===== src/hw/rtl/mrd_pkg.sv =====
`default_nettype none

package mrd_pkg;

	localparam int RECORD_BYTES = 32;
	localparam int MAX_PAYLOAD  = 30;

	localparam int POS_W = $clog2(RECORD_BYTES);
	localparam int REM_W = $clog2(MAX_PAYLOAD + 1);

	localparam int CFG_IDX_W  = 2;
	localparam int CFG_DATA_W = 9;

	localparam logic [CFG_IDX_W-1:0] CFG_PORT_LOW    = 2'd0;
	localparam logic [CFG_IDX_W-1:0] CFG_PORT_LIMIT  = 2'd1;
	localparam logic [CFG_IDX_W-1:0] CFG_PORT_OFFSET = 2'd2;

	localparam logic [7:0] PORT_LOW_RST    = 8'd0;
	localparam logic [8:0] PORT_LIMIT_RST  = 9'd8;
	localparam logic [7:0] PORT_OFFSET_RST = 8'd0;

	typedef enum logic [1:0] {
		ST_PAYLOAD  = 2'd0,
		ST_PORT_ERR = 2'd1,
		ST_LEN_ERR  = 2'd2
	} status_t;

endpackage

`default_nettype wire


===== src/hw/rtl/mrd_if.sv =====
`default_nettype none

interface mrd_in_if;
	logic       valid;
	logic       ready;
	logic [7:0] data_byte;
	logic       end_of_transfer;

	modport source (output valid, output data_byte, output end_of_transfer, input ready);
	modport sink   (input valid, input data_byte, input end_of_transfer, output ready);
endinterface

interface mrd_out_if;
	import mrd_pkg::*;
	logic       valid;
	logic       ready;
	logic [7:0] port;
	logic [7:0] payload_byte;
	logic       record_last;
	status_t    status;

	modport source (output valid, output port, output payload_byte, output record_last,
		output status, input ready);
	modport sink   (input valid, input port, input payload_byte, input record_last,
		input status, output ready);
endinterface

`default_nettype wire


===== src/hw/rtl/multiport_record_deframer.sv =====
// Channel   Dir  Payload                                        Handshake
// din       in   data_byte[7:0], end_of_transfer                valid/ready
// dout      out  port[7:0], payload_byte[7:0], record_last,     valid/ready
//                status[1:0]
// cfg       in   cfg_index[1:0], cfg_data[8:0]                  cfg_we, no wait
//
// One byte per cycle sustained while dout does not stall the result register.
// Bytes pass an input register, then the header/length checks and counter update
// feed a result register in the same cycle.
// arst_n clears the parser state, both stage valids, and loads the register defaults.
// A stalled result register holds the input stage; din.ready drops only when both are full.
`default_nettype none

module multiport_record_deframer (
	input  wire                                clk,
	input  wire                                arst_n,
	mrd_in_if.sink                             din,
	mrd_out_if.source                          dout,
	input  wire                                cfg_we,
	input  wire [mrd_pkg::CFG_IDX_W-1:0]       cfg_index,
	input  wire [mrd_pkg::CFG_DATA_W-1:0]      cfg_data
);
	import mrd_pkg::*;

	logic [7:0] port_low_q;
	logic [8:0] port_limit_q;
	logic [7:0] tag_offset_q;

	logic       valid_s1;
	logic [7:0] byte_s1;
	logic       eot_s1;

	logic [POS_W-1:0] pos_q;
	logic [7:0]       cur_port_q;
	logic [REM_W-1:0] rem_q;
	logic             skip_q;

	logic       out_valid_q;
	logic [7:0] out_port_q;
	logic [7:0] out_byte_q;
	logic       out_last_q;
	status_t    out_status_q;

	logic advance_s1;
	logic take_in;

	logic [POS_W-1:0] pos_d;
	logic [7:0]       cur_port_d;
	logic [REM_W-1:0] rem_d;
	logic             skip_d;
	logic             emit;
	logic [7:0]       res_port;
	logic [7:0]       res_byte;
	logic             res_last;
	status_t          res_status;
	logic             port_bad;
	logic [7:0]       port_diff;

	assign advance_s1 = valid_s1 && (!out_valid_q || dout.ready);
	assign din.ready  = !valid_s1 || advance_s1;
	assign take_in    = din.valid && din.ready;

	always_ff @(posedge clk or negedge arst_n) begin
		if (!arst_n) begin
			port_low_q   <= PORT_LOW_RST;
			port_limit_q <= PORT_LIMIT_RST;
			tag_offset_q <= PORT_OFFSET_RST;
		end else if (cfg_we) begin
			unique case (cfg_index)
				CFG_PORT_LOW:    port_low_q   <= cfg_data[7:0];
				CFG_PORT_LIMIT:  port_limit_q <= cfg_data[8:0];
				CFG_PORT_OFFSET: tag_offset_q <= cfg_data[7:0];
				default: ;
			endcase
		end
	end

	// input stage
	always_ff @(posedge clk or negedge arst_n) begin
		if (!arst_n) begin
			valid_s1 <= 1'b0;
		end else if (din.ready) begin
			valid_s1 <= din.valid;
		end
	end

	always_ff @(posedge clk) begin
		if (take_in) begin
			byte_s1 <= din.data_byte;
			eot_s1  <= din.end_of_transfer;
		end
	end

	assign port_diff = byte_s1 - tag_offset_q;
	assign port_bad  = (byte_s1 < port_low_q) || ({1'b0, byte_s1} >= port_limit_q);

	always_comb begin
		pos_d      = pos_q;
		cur_port_d = cur_port_q;
		rem_d      = rem_q;
		skip_d     = skip_q;
		emit       = 1'b0;
		res_port   = cur_port_q;
		res_byte   = 8'd0;
		res_last   = 1'b0;
		res_status = ST_PAYLOAD;
		if (!skip_q) begin
			if (pos_q == POS_W'(0)) begin
				rem_d = '0;
				if (port_bad) begin
					emit       = 1'b1;
					res_port   = port_diff;
					res_status = ST_PORT_ERR;
					skip_d     = 1'b1;
				end else begin
					cur_port_d = port_diff;
				end
			end else if (pos_q == POS_W'(1)) begin
				if (byte_s1 > 8'(MAX_PAYLOAD)) begin
					emit       = 1'b1;
					res_status = ST_LEN_ERR;
					skip_d     = 1'b1;
				end else begin
					rem_d = byte_s1[REM_W-1:0];
				end
			end else if (rem_q != '0) begin
				emit     = 1'b1;
				res_byte = byte_s1;
				res_last = (rem_q == REM_W'(1)) || (pos_q == POS_W'(RECORD_BYTES - 1));
				rem_d    = rem_q - REM_W'(1);
			end
			// wrap at the record end
			pos_d = (pos_q == POS_W'(RECORD_BYTES - 1)) ? '0 : pos_q + POS_W'(1);
		end
		if (eot_s1) begin
			pos_d  = '0;
			rem_d  = '0;
			skip_d = 1'b0;
		end
	end

	always_ff @(posedge clk or negedge arst_n) begin
		if (!arst_n) begin
			pos_q      <= '0;
			cur_port_q <= '0;
			rem_q      <= '0;
			skip_q     <= 1'b0;
		end else if (advance_s1) begin
			pos_q      <= pos_d;
			cur_port_q <= cur_port_d;
			rem_q      <= rem_d;
			skip_q     <= skip_d;
		end
	end

	// result register
	always_ff @(posedge clk or negedge arst_n) begin
		if (!arst_n) begin
			out_valid_q <= 1'b0;
		end else if (advance_s1) begin
			out_valid_q <= emit;
		end else if (dout.ready) begin
			out_valid_q <= 1'b0;
		end
	end

	always_ff @(posedge clk) begin
		if (advance_s1 && emit) begin
			out_port_q   <= res_port;
			out_byte_q   <= res_byte;
			out_last_q   <= res_last;
			out_status_q <= res_status;
		end
	end

	assign dout.valid        = out_valid_q;
	assign dout.port         = out_port_q;
	assign dout.payload_byte = out_byte_q;
	assign dout.record_last  = out_last_q;
	assign dout.status       = out_status_q;

`ifndef ASSERT_OFF
	a_err_clean: assert property (@(posedge clk) disable iff (!arst_n)
		(out_valid_q && out_status_q != ST_PAYLOAD) |-> (out_byte_q == 8'd0 && !out_last_q))
		else $error("error result carries payload data");

	a_skip_silent: assert property (@(posedge clk) disable iff (!arst_n)
		(advance_s1 && skip_q) |=> !out_valid_q)
		else $error("result emitted while skipping");

	a_rem_bound: assert property (@(posedge clk) disable iff (!arst_n)
		rem_q <= REM_W'(MAX_PAYLOAD))
		else $error("remaining count above maximum payload");

	a_hold_input: assert property (@(posedge clk) disable iff (!arst_n)
		(valid_s1 && !advance_s1) |=> (valid_s1 && $stable(byte_s1) && $stable(pos_q)))
		else $error("input stage lost a byte during stall");
`endif

endmodule

`default_nettype wire

===== src/flat_wrapper.sv =====
// flat-port wrapper written by rule: the top's interface ports become plain ports
module multiport_record_deframer_flat import mrd_pkg::*;
  (clk, arst_n, cfg_we, cfg_index, cfg_data, din_valid, din_data_byte, din_end_of_transfer, din_ready, dout_valid, dout_port, dout_payload_byte, dout_record_last, dout_status, dout_ready);
  mrd_in_if din_i ();
  mrd_out_if dout_i ();
  input  wire clk;
  input  wire arst_n;
  input  wire cfg_we;
  input  wire [mrd_pkg::CFG_IDX_W-1:0] cfg_index;
  input  wire [mrd_pkg::CFG_DATA_W-1:0] cfg_data;
  input wire logic [$bits(din_i.valid)-1:0] din_valid;
  input wire logic [$bits(din_i.data_byte)-1:0] din_data_byte;
  input wire logic [$bits(din_i.end_of_transfer)-1:0] din_end_of_transfer;
  output wire logic [$bits(din_i.ready)-1:0] din_ready;
  output wire logic [$bits(dout_i.valid)-1:0] dout_valid;
  output wire logic [$bits(dout_i.port)-1:0] dout_port;
  output wire logic [$bits(dout_i.payload_byte)-1:0] dout_payload_byte;
  output wire logic [$bits(dout_i.record_last)-1:0] dout_record_last;
  output wire logic [$bits(dout_i.status)-1:0] dout_status;
  input wire logic [$bits(dout_i.ready)-1:0] dout_ready;
  assign din_i.valid = din_valid;
  assign din_i.data_byte = din_data_byte;
  assign din_i.end_of_transfer = din_end_of_transfer;
  assign din_ready = din_i.ready;
  assign dout_valid = dout_i.valid;
  assign dout_port = dout_i.port;
  assign dout_payload_byte = dout_i.payload_byte;
  assign dout_record_last = dout_i.record_last;
  assign dout_status = dout_i.status;
  assign dout_i.ready = dout_ready;
  multiport_record_deframer u_core (.clk(clk), .arst_n(arst_n), .din(din_i), .dout(dout_i), .cfg_we(cfg_we), .cfg_index(cfg_index), .cfg_data(cfg_data));
endmodule

===== config.mk =====
export PLATFORM = sky130hd
export DESIGN_NAME = multiport_record_deframer_flat
export DESIGN_NICKNAME = d
export VERILOG_FILES = /design/src/hw/rtl/mrd_pkg.sv /design/src/hw/rtl/mrd_if.sv /design/src/hw/rtl/multiport_record_deframer.sv /design/src/flat_wrapper.sv
export SDC_FILE = /design/constraint.sdc
export NUM_CORES = 1
export LEC_CHECK = 0
export BUFFER_PORTS_ARGS = -buffer_cell sky130_fd_sc_hd__clkbuf_2
export CAP_MARGIN = 0
export CORE_ASPECT_RATIO = 1.75
export CORE_MARGIN = 5
export CORE_UTILIZATION = 45
export DETAILED_ROUTE_END_ITERATION = 7
export GPL_TIMING_DRIVEN = 0
export SLEW_MARGIN = 20
export SYNTH_ARGS = -nofsm -noshare
export SYNTH_HDL_FRONTEND = slang
export SYNTH_SLANG_ARGS = --single-unit

===== constraint.sdc =====
create_clock -name clk -period 4 [get_ports clk]
set_clock_uncertainty 0.05 [all_clocks]
set_input_delay 1.2 -clock clk [delete_from_list [all_inputs] [get_ports clk]]
set_output_delay 1.2 -clock clk [all_outputs]
set_load 0.05 [all_outputs]

-- Yosys cells after proc, flatten, opt, wreduce, memory -nomap -nowiden
Index checks and enable logic that the tools add are counted.
- add/subtract/negate cells: 3
- order comparisons: 3
- equality and inequality tests: 7
- multiplexer cells: 28
- bitwise logic cells: 3
- reductions and logical operators: 21
- operators by type and width (operator ; count):
    2-to-1 mux 5 bit ; 9
    2-to-1 mux 8 bit ; 3
    2-to-1 mux 1 bit ; 13
    equality test 5 x 1 -> 1 bit (second input constant) ; 2
    greater-or-equal comparator 8 x 9 -> 1 bit ; 1
    > comparator 8 x 5 -> 1 bit (second input constant) ; 1
    less-than comparator 8 bit ; 1
    AND reduction 2 bit ; 4
    AND reduction 4 bit ; 2
    subtractor 8 bit ; 1
    2-to-1 mux 2 bit ; 3
    adder 5 x 1 -> 5 bit (second input constant) ; 1
    equality test 5 bit (second input constant) ; 1
    logical NOT 5 bit ; 1
    nonzero test 5 bit ; 1
    subtractor 5 x 1 -> 5 bit (second input constant) ; 1
    logical OR 1 bit ; 4
    != test 4 x 2 -> 1 bit (second input constant) ; 1
    nonzero test 4 bit ; 1
    OR reduction 4 bit ; 1
    logical AND 1 bit ; 3
    inverter 1 bit ; 3
    equality test 2 x 1 -> 1 bit (second input constant) ; 1
    equality test 2 bit (second input constant) ; 1
    4 further kinds ; 5
- flip-flop bits (word level): 74
- word-level logic and storage cells: 80

-- Logic depth before layout (Yosys ltp)
Gate-level depths: netlist of run 1.
- word-level depth: 6
- gate-level depth with buffers: 9
- depth with buffers taken out: 9

-- Worst setup path after synthesis of run 1
No wires, ideal clock.
- path kind: input port to output port
- from: input port dout_ready
- to: output port din_ready
- arrival: 1.678 ns
- data required time: 2.750 ns
- slack: 1.072 ns
- stages on the path: 2
- path buffers: 0
- path through: nor2b_1 -> nand2_1
- longest elaborated chain between the ends: 3
- ends and longest elaborated chain (element ; RTL line ; RTL):
    start, declared ; flat_wrapper.sv:20 ; input wire logic [$bits(dout_i.ready)-1:0] dout_ready;
    logical OR 1 bit ; multiport_record_deframer.sv:59 ; assign advance_s1 = valid_s1 && (!out_valid_q || dout.ready);
    logical AND 1 bit ; multiport_record_deframer.sv:59 ;
    logical OR 1 bit ; multiport_record_deframer.sv:60 ; assign din.ready = !valid_s1 || advance_s1;
    end, declared ; flat_wrapper.sv:14 ; output wire logic [$bits(din_i.ready)-1:0] din_ready;
Every way passes these cells.

-- Final worst setup path of run 1
- from: register u_core.byte_s1[2]
- to: register u_core.out_status_q[0] (netlist: u_core.dout.status[0]), enable pin
- longest elaborated chain between the ends: 6
- elaborated cells between the ends (all ways): 10
- those cells by class: order compare: 3; mux: 5; reduce/logical: 2
- ends and longest elaborated chain (element ; RTL line ; RTL):
    start, declared ; multiport_record_deframer.sv:30 ; logic [7:0] byte_s1;
    start signal, assigned ; multiport_record_deframer.sv:89 ; byte_s1 <= din.data_byte;
    > comparator 8 x 5 -> 1 bit (tied with other cells) ; multiport_record_deframer.sv:119 ; if (byte_s1 > 8'(MAX_PAYLOAD)) begin
    2-to-1 mux 1 bit or logical OR 1 bit (tied branches) ; multiport_record_deframer.sv:119, multiport_record_deframer.sv:95 ;
    2-to-1 mux 1 bit (on tied branches) ; multiport_record_deframer.sv:118, multiport_record_deframer.sv:110 ;
    2-to-1 mux 1 bit (*) ; multiport_record_deframer.sv:108 ; if (pos_q == POS_W'(0)) begin
    2-to-1 mux 1 bit (*) ; multiport_record_deframer.sv:107 ; if (!skip_q) begin
    logical AND 1 bit (*) ; multiport_record_deframer.sv:168 ; if (advance_s1 && emit) begin
    end signal, assigned ; multiport_record_deframer.sv:172 ; out_status_q <= res_status;
    end, declared ; multiport_record_deframer.sv:42 ; status_t out_status_q;
Every way passes the cells marked *; elsewhere a longest branch is shown, timed or not.
A chain may end at the register's enable or synchronous reset.

==> results of run 1 <==
==> through the flow <==
| stage | worst slack [ns] | util, % | hold slack [ns] |
|---|---|---|---|
| floorplan | 1.07 | - | 0.427 |
| global route | 0.591 | 54.1 | 0.473 |
| detailed placement | 0.846 | 50.4 | 0.443 |
| CTS | 0.826 | 54.1 | 0.456 |
| finish | 0.896 | 54.1 | 0.452 |
| global placement | 0.896 | 50.4 | 0.436 |
==> layer usage <==
metal,GRT usage (%),wire length [um],vias up
met1,19.4,3230,1248
li1,-,-,1308
met4,7.46,142,0
met5,0,0,-
met3,3.01,275,10
met2,28.2,4070,51
==> final cells by class <==
type                            instances  area, um2  share of cell area [%]
Sequential cell                        74       1990                    44.3
Multi-Input combinational cell        222       1680                    37.4
Timing Repair Buffer                   45        228                    5.06
Clock inverter                          4       51.3                    1.14
Buffer                                  7       36.3                   0.806
Clock buffer                           12        256                    5.70
Tap cell                              115        144                    3.20
Inverter                               29        109                    2.42
==> cells in the final DEF, fill, tap and decap left out, types with 11 or more instances in the layout <==
master,Yosys,final
mux2_2,30,30
nand2_1,26,26
ha_1,29,29
dfrtp_1,45,45
clkbuf_2,0,44
a21oi_1,11,11
inv_1,29,29
o21ai_0,22,22
nor2_1,15,15
edfxtp_1,28,28
==> power breakdown <==
| part | internal [uW] | switching, uW |
|---|---|---|
| combinational | 507 | 951 |
| sequential | 1110 | 136 |
| clock | 517 | 302 |
==> worst max-delay path, stage by stage (launching register included) <==
cell      delay [ns]
edfxtp_1        0.50
ha_1            0.35
a211o_1         0.29
a31oi_1         0.22
o41ai_1         0.12
o221a_2         0.16
nor3_1          0.24
o311a_1         0.79
==> kinds of logic after synthesis <==
family,share of synthesized area [%]
buffers and inverters,3.80
and+or+nand+nor,12.1
AOI/OAI and AO/OA,10.6
adders and majority gates,10.0
xor gates and xnor gates,1.38
DFF,52.2
muxes,9.89
==> state kept, by name (all words and copies together), names as in the netlist, 2 cells and up <==
name,flops
u_core.dout.port,8
u_core.port_low_q,8
u_core.dout.payload_byte,8
u_core.rem_q,5
u_core.cur_port_q,8
u_core.dout.status,2
u_core.tag_offset_q,8
u_core.port_limit_q,9
u_core.pos_q,5
u_core.byte_s1,8
==> final timing paths <==
check / startpoint / slack, ns / cells past startpoint / to
max: u_core.byte_s1[2] / 0.90 / 7 / u_core.dout.status[0]
min: u_core.cur_port_q[3] / 0.45 / 1 / u_core.cur_port_q[3]
max reg2reg: u_core.byte_s1[2] / 0.90 / 7 / u_core.dout.status[0]
min reg2reg: u_core.cur_port_q[3] / 0.45 / 1 / u_core.cur_port_q[3]
max in group asynchronous: arst_n / 2.57 / 1 / u_core.dout.valid
min in group asynchronous: arst_n / 0.87 / 1 / u_core.rem_q[4]
==> flow_summary_export.csv, run 1 <==
group,metric,value,unit
setup_path,arrival,3.01,ns
cts,cts_resized,0,
cts,post-cts-setup-buffers,0,
die,die_width,79.6,um
die,row_count,44,
logic_synthesis,synth.area.top_cells,"dfrtp_1, edfxtp_1, ha_1",
routing,first_pass_iters,4,
worst_hold_path,hp-class,"flip-flop to flip-flop",
routing,drt-total-wl,7720,um
routing,vias,2617,
logic_synthesis,synth_top_cell_area_share,29.5,%
die,io_pins,46,
logic_synthesis,synth_most_common_cell,"dfrtp_1",
place,dpl.cell_count,492,
run,maxCapViolations,0,
grt,grt_pass1_vias,2698,
setup_path,crit_type,"flip-flop to flip-flop",
die,core_area,8310,um2
cells_and_area,finalInstanceArea,4500,um2
cts,holdBufCountCts,0,
place,placed_area,4190,um2
grt,grt_first_pass_wirelength,13100,um
setup_path,endpoint_kind,"flip-flop",
cells_and_area,fillers,737,
logic_synthesis,syn-cell-area,3820,um2
sta,tightest_slew,0.877,ns
sta,timing.fmax,0.322,GHz
die,die_area,10500,um2
cts,cts_sinks,74,
logic_synthesis,synth_top_cell_by_area,"dfrtp_1",
sta,rsz0062_at_grt,"false",
die,start_util,46.0,%
setup_path,worstSetupStartpointType,"flip-flop",
cts,root_buffer,"clkbuf_16",
logic_synthesis,synth.avg_cell_area,11.5,um2
logic_synthesis,synthTopCellsByCount,"dfrtp_1, mux2_2, ha_1, inv_1, edfxtp_1",
routing,drtIter0Drc,141,
sta,tns,0,ns
logic_synthesis,synth-seq-cells,74,
grt,antenna_found_initial,0,
cts,clk_pin_slew,0.06,ns
cts,cts_buffers,9,
place,finalWeightedCongestion,0.797,
place,io_buffers,45,
routing,drc_errors,0,
cells_and_area,area_delta_synth_final,17.8,%
logic_synthesis,synth_edf_count,28,
sta,post-route-period-util,77.6,%
grt,overflow,0,
die,fp.dieH,132,um
logic_synthesis,synthFlopType,"dfrtp_1",
cts,cts_tree,"built",
sta,setup_violations,0,
logic_synthesis,ys_seq_area_share,52.2,%
cells_and_area,drive_above_1_share,26.2,%
place,hpwl,5790,um
cts,clk_latency,0.33,ns
cells_and_area,antenna_cells,0,
routing,final_antenna_net_count,0,
logic_synthesis,syn_nets,387,
power,leakagePower,0.00200,uW
grt,grtUsageTotal,16.4,%
routing,via_per_inst,5.15,
logic_synthesis,async_flop_share,62.2,%
setup_path,worstPathRequired,3.91,ns
power,worst_ir_drop_vdd,0.312,mV
cells_and_area,nNetsFinal,443,
power,total_power,3520,uW
setup_path,critPathMaxFanout,19,
power,powerDensity,782,nW/um2
logic_synthesis,syn_inst,332,
cts,clockBufferDepth,2,
grt,grt_max_degree,47,
sta,fin_crit,3.10,ns
sta,drv_slew,0,
logic_synthesis,ys.warnings.count,0,
sta,maxSlewHeadroom,41.5,%
routing,wl_per_cell,15.2,um
logic_synthesis,yosys.cell_types.count,54,
cells_and_area,stdcell_count,508,
cts,ctsHtreeMaxLevel,3,
outcome,run_status,"complete, no violations",
sta,finalHoldViolCount,0,
Power figures use the tool's default switching activity.
==> run 2: changes to the inputs <==
Clock period 4 ns to 3.1 ns, I/O delays scaled along.
==> flow_summary_export.csv, run 2 (synthesis results as in run 1) <==
group,metric,value,unit
run,maxCapViolations,0,
setup_path,regToRegStartpoint,"u_core.byte_s1[2]",
sta,setup_violations,0,
sta,tightest_slew,0.772,ns
cells_and_area,nNetsFinal,443,
setup_path,arrival,2.75,ns
sta,maxSlewHeadroom,48.4,%
cts,clockBufferDepth,2,
sta,rsz0062_at_grt,"false",
cts,clk_latency,0.33,ns
place,placed_area,4190,um2
sta,whs,0.452,ns
setup_path,r2r.worst_path.cells,7,
cts,clk_pin_slew,0.06,ns
cts,cts_sinks,74,
cells_and_area,largest_reg_flops,9,
place,finalWeightedCongestion,0.797,
place,hpwl,5790,um
place,dpl.cell_count,492,
routing,drtIter0Drc,154,
cells_and_area,area_delta_synth_final,17.8,%
setup_path,critPathMaxFanout,19,
routing,drc_errors,0,
sta,finalHoldViolCount,0,
die,die_area,10500,um2
routing,final_antenna_net_count,0,
setup_path,cp-endpoint,"u_core.dout.port[6]",
routing,first_pass_iters,4,
die,row_count,44,
grt,grtUsageTotal,16.3,%
setup_path,worstPathRequired,3.03,ns
cells_and_area,antenna_cells,0,
outcome,run_status,"complete, no violations",
grt,grt_max_degree,47,
setup_path,r2r_slack,0.28,ns
setup_path,r2r-end,"u_core.dout.port[6]",
die,die_width,79.6,um
die,io_pins,46,
cells_and_area,stdcell_count,508,
setup_path,worstSetupStartpointType,"flip-flop",
cts,cts_tree,"built",
sta,timing.fmax,0.354,GHz
cts,root_buffer,"clkbuf_16",
routing,wl_per_cell,15.2,um
die,fp.dieH,132,um
cells_and_area,final_cell_mix,"dfrtp_1, clkbuf_2, mux2_2, inv_1, ha_1",
grt,grt_pass1_vias,2677,
routing,vias,2606,
power,powerDensity,1010,nW/um2
power,leakagePower,0.00200,uW
setup_path,crit_type,"flip-flop to flip-flop",
sta,tns,0,ns
setup_path,startpoint,"u_core.byte_s1[2]",
cts,cts_buffers,9,
grt,overflow,0,
die,start_util,46.0,%
power,total_power,4540,uW
cells_and_area,layout_commonest_cell,"dfrtp_1",
cts,ctsHtreeMaxLevel,3,
grt,grt_first_pass_wirelength,13100,um
sta,fin_crit,2.82,ns
die,core_area,8310,um2
cells_and_area,top_register,"u_core.port_limit_q",
sta,post-route-period-util,91.1,%
grt,antenna_found_initial,0,
power,worst_ir_drop_vdd,0.402,mV
place,io_buffers,45,
routing,drt-total-wl,7720,um
routing,via_per_inst,5.13,
cells_and_area,finalInstanceArea,4500,um2
cells_and_area,fillers,737,
cells_and_area,drive_above_1_share,26.5,%
worst_hold_path,hp-class,"flip-flop to flip-flop",
sta,drv_slew,0,
setup_path,endpoint_kind,"flip-flop",
## run 2: cell count changes in the layout (fill, tap and decap cells not counted)
cell / delta
o311a_1: -1
o311a_2: +1
## run 2: cell type report
cell class	instances	area (um2)	share of cell area, %
flip-flops and latches	74	1990	44.3
multi-input cells	222	1680	37.4
clock buffers	12	256	5.70
repair buffers	45	228	5.06
well taps	115	144	3.20
inverters	29	109	2.42
clock inverters	4	51.3	1.14
plain buffers	7	36.3	0.806
## run 2: timing repair
action	CTS	global route
buffers inserted	0	0
gates resized for setup	1	0
hold buffers	0	0
setup endpoints to repair	19	0
## run 2: how the worst min path moves through the flow
stage	depth (start not counted)	endpoint	start
2_1_floorplan	1	u_core.cur_port_q[2]	u_core.cur_port_q[2]
3_5_place_dp	1	u_core.cur_port_q[3]	u_core.cur_port_q[3]
6_report	1	u_core.cur_port_q[3]	u_core.cur_port_q[3]
5_1_grt	1	u_core.cur_port_q[4]	u_core.cur_port_q[4]
4_1_cts	1	u_core.cur_port_q[3]	u_core.cur_port_q[3]
3_3_place_gp	1	u_core.cur_port_q[2]	u_core.cur_port_q[2]
## run 2: routing by layer
| layer | share of wire [%] | track usage (%) | vias to the layer above |
|---|---|---|---|
| met5 | 0 | 0 | - |
| met1 | 42 | 19.5 | 1241 |
| met4 | 1.8 | 7.46 | 0 |
| met2 | 52 | 28.0 | 48 |
| met3 | 3.3 | 3.01 | 10 |
| li1 | - | - | 1307 |
## run 2: per-stage QoR
stage | utilization [%] | setup WS (ns)
2_1_floorplan | - | 0.464
3_3_place_gp | 50.4 | -0.00398
3_5_place_dp | 50.4 | -0.0537
4_1_cts | 54.1 | 0.213
5_1_grt | 54.1 | 0.0291
6_report | 54.1 | 0.275
## run 2: critical path, cell delays in order (launching register included)
cell and delay [ns]:
edfxtp_1 0.50, ha_1 0.35, a211o_1 0.29, a31oi_1 0.22, o41ai_1 0.12, o221a_2 0.16
nor3_1 0.24, o311a_2 0.53
## run 2: report_power, final
part / switching, uW / total (uW) / internal (uW)
Clock: 390 / 1060 / 667
Sequential: 176 / 1600 / 1420
Combinational: 1230 / 1880 / 657
Total: 1790 / 4540 / 2750
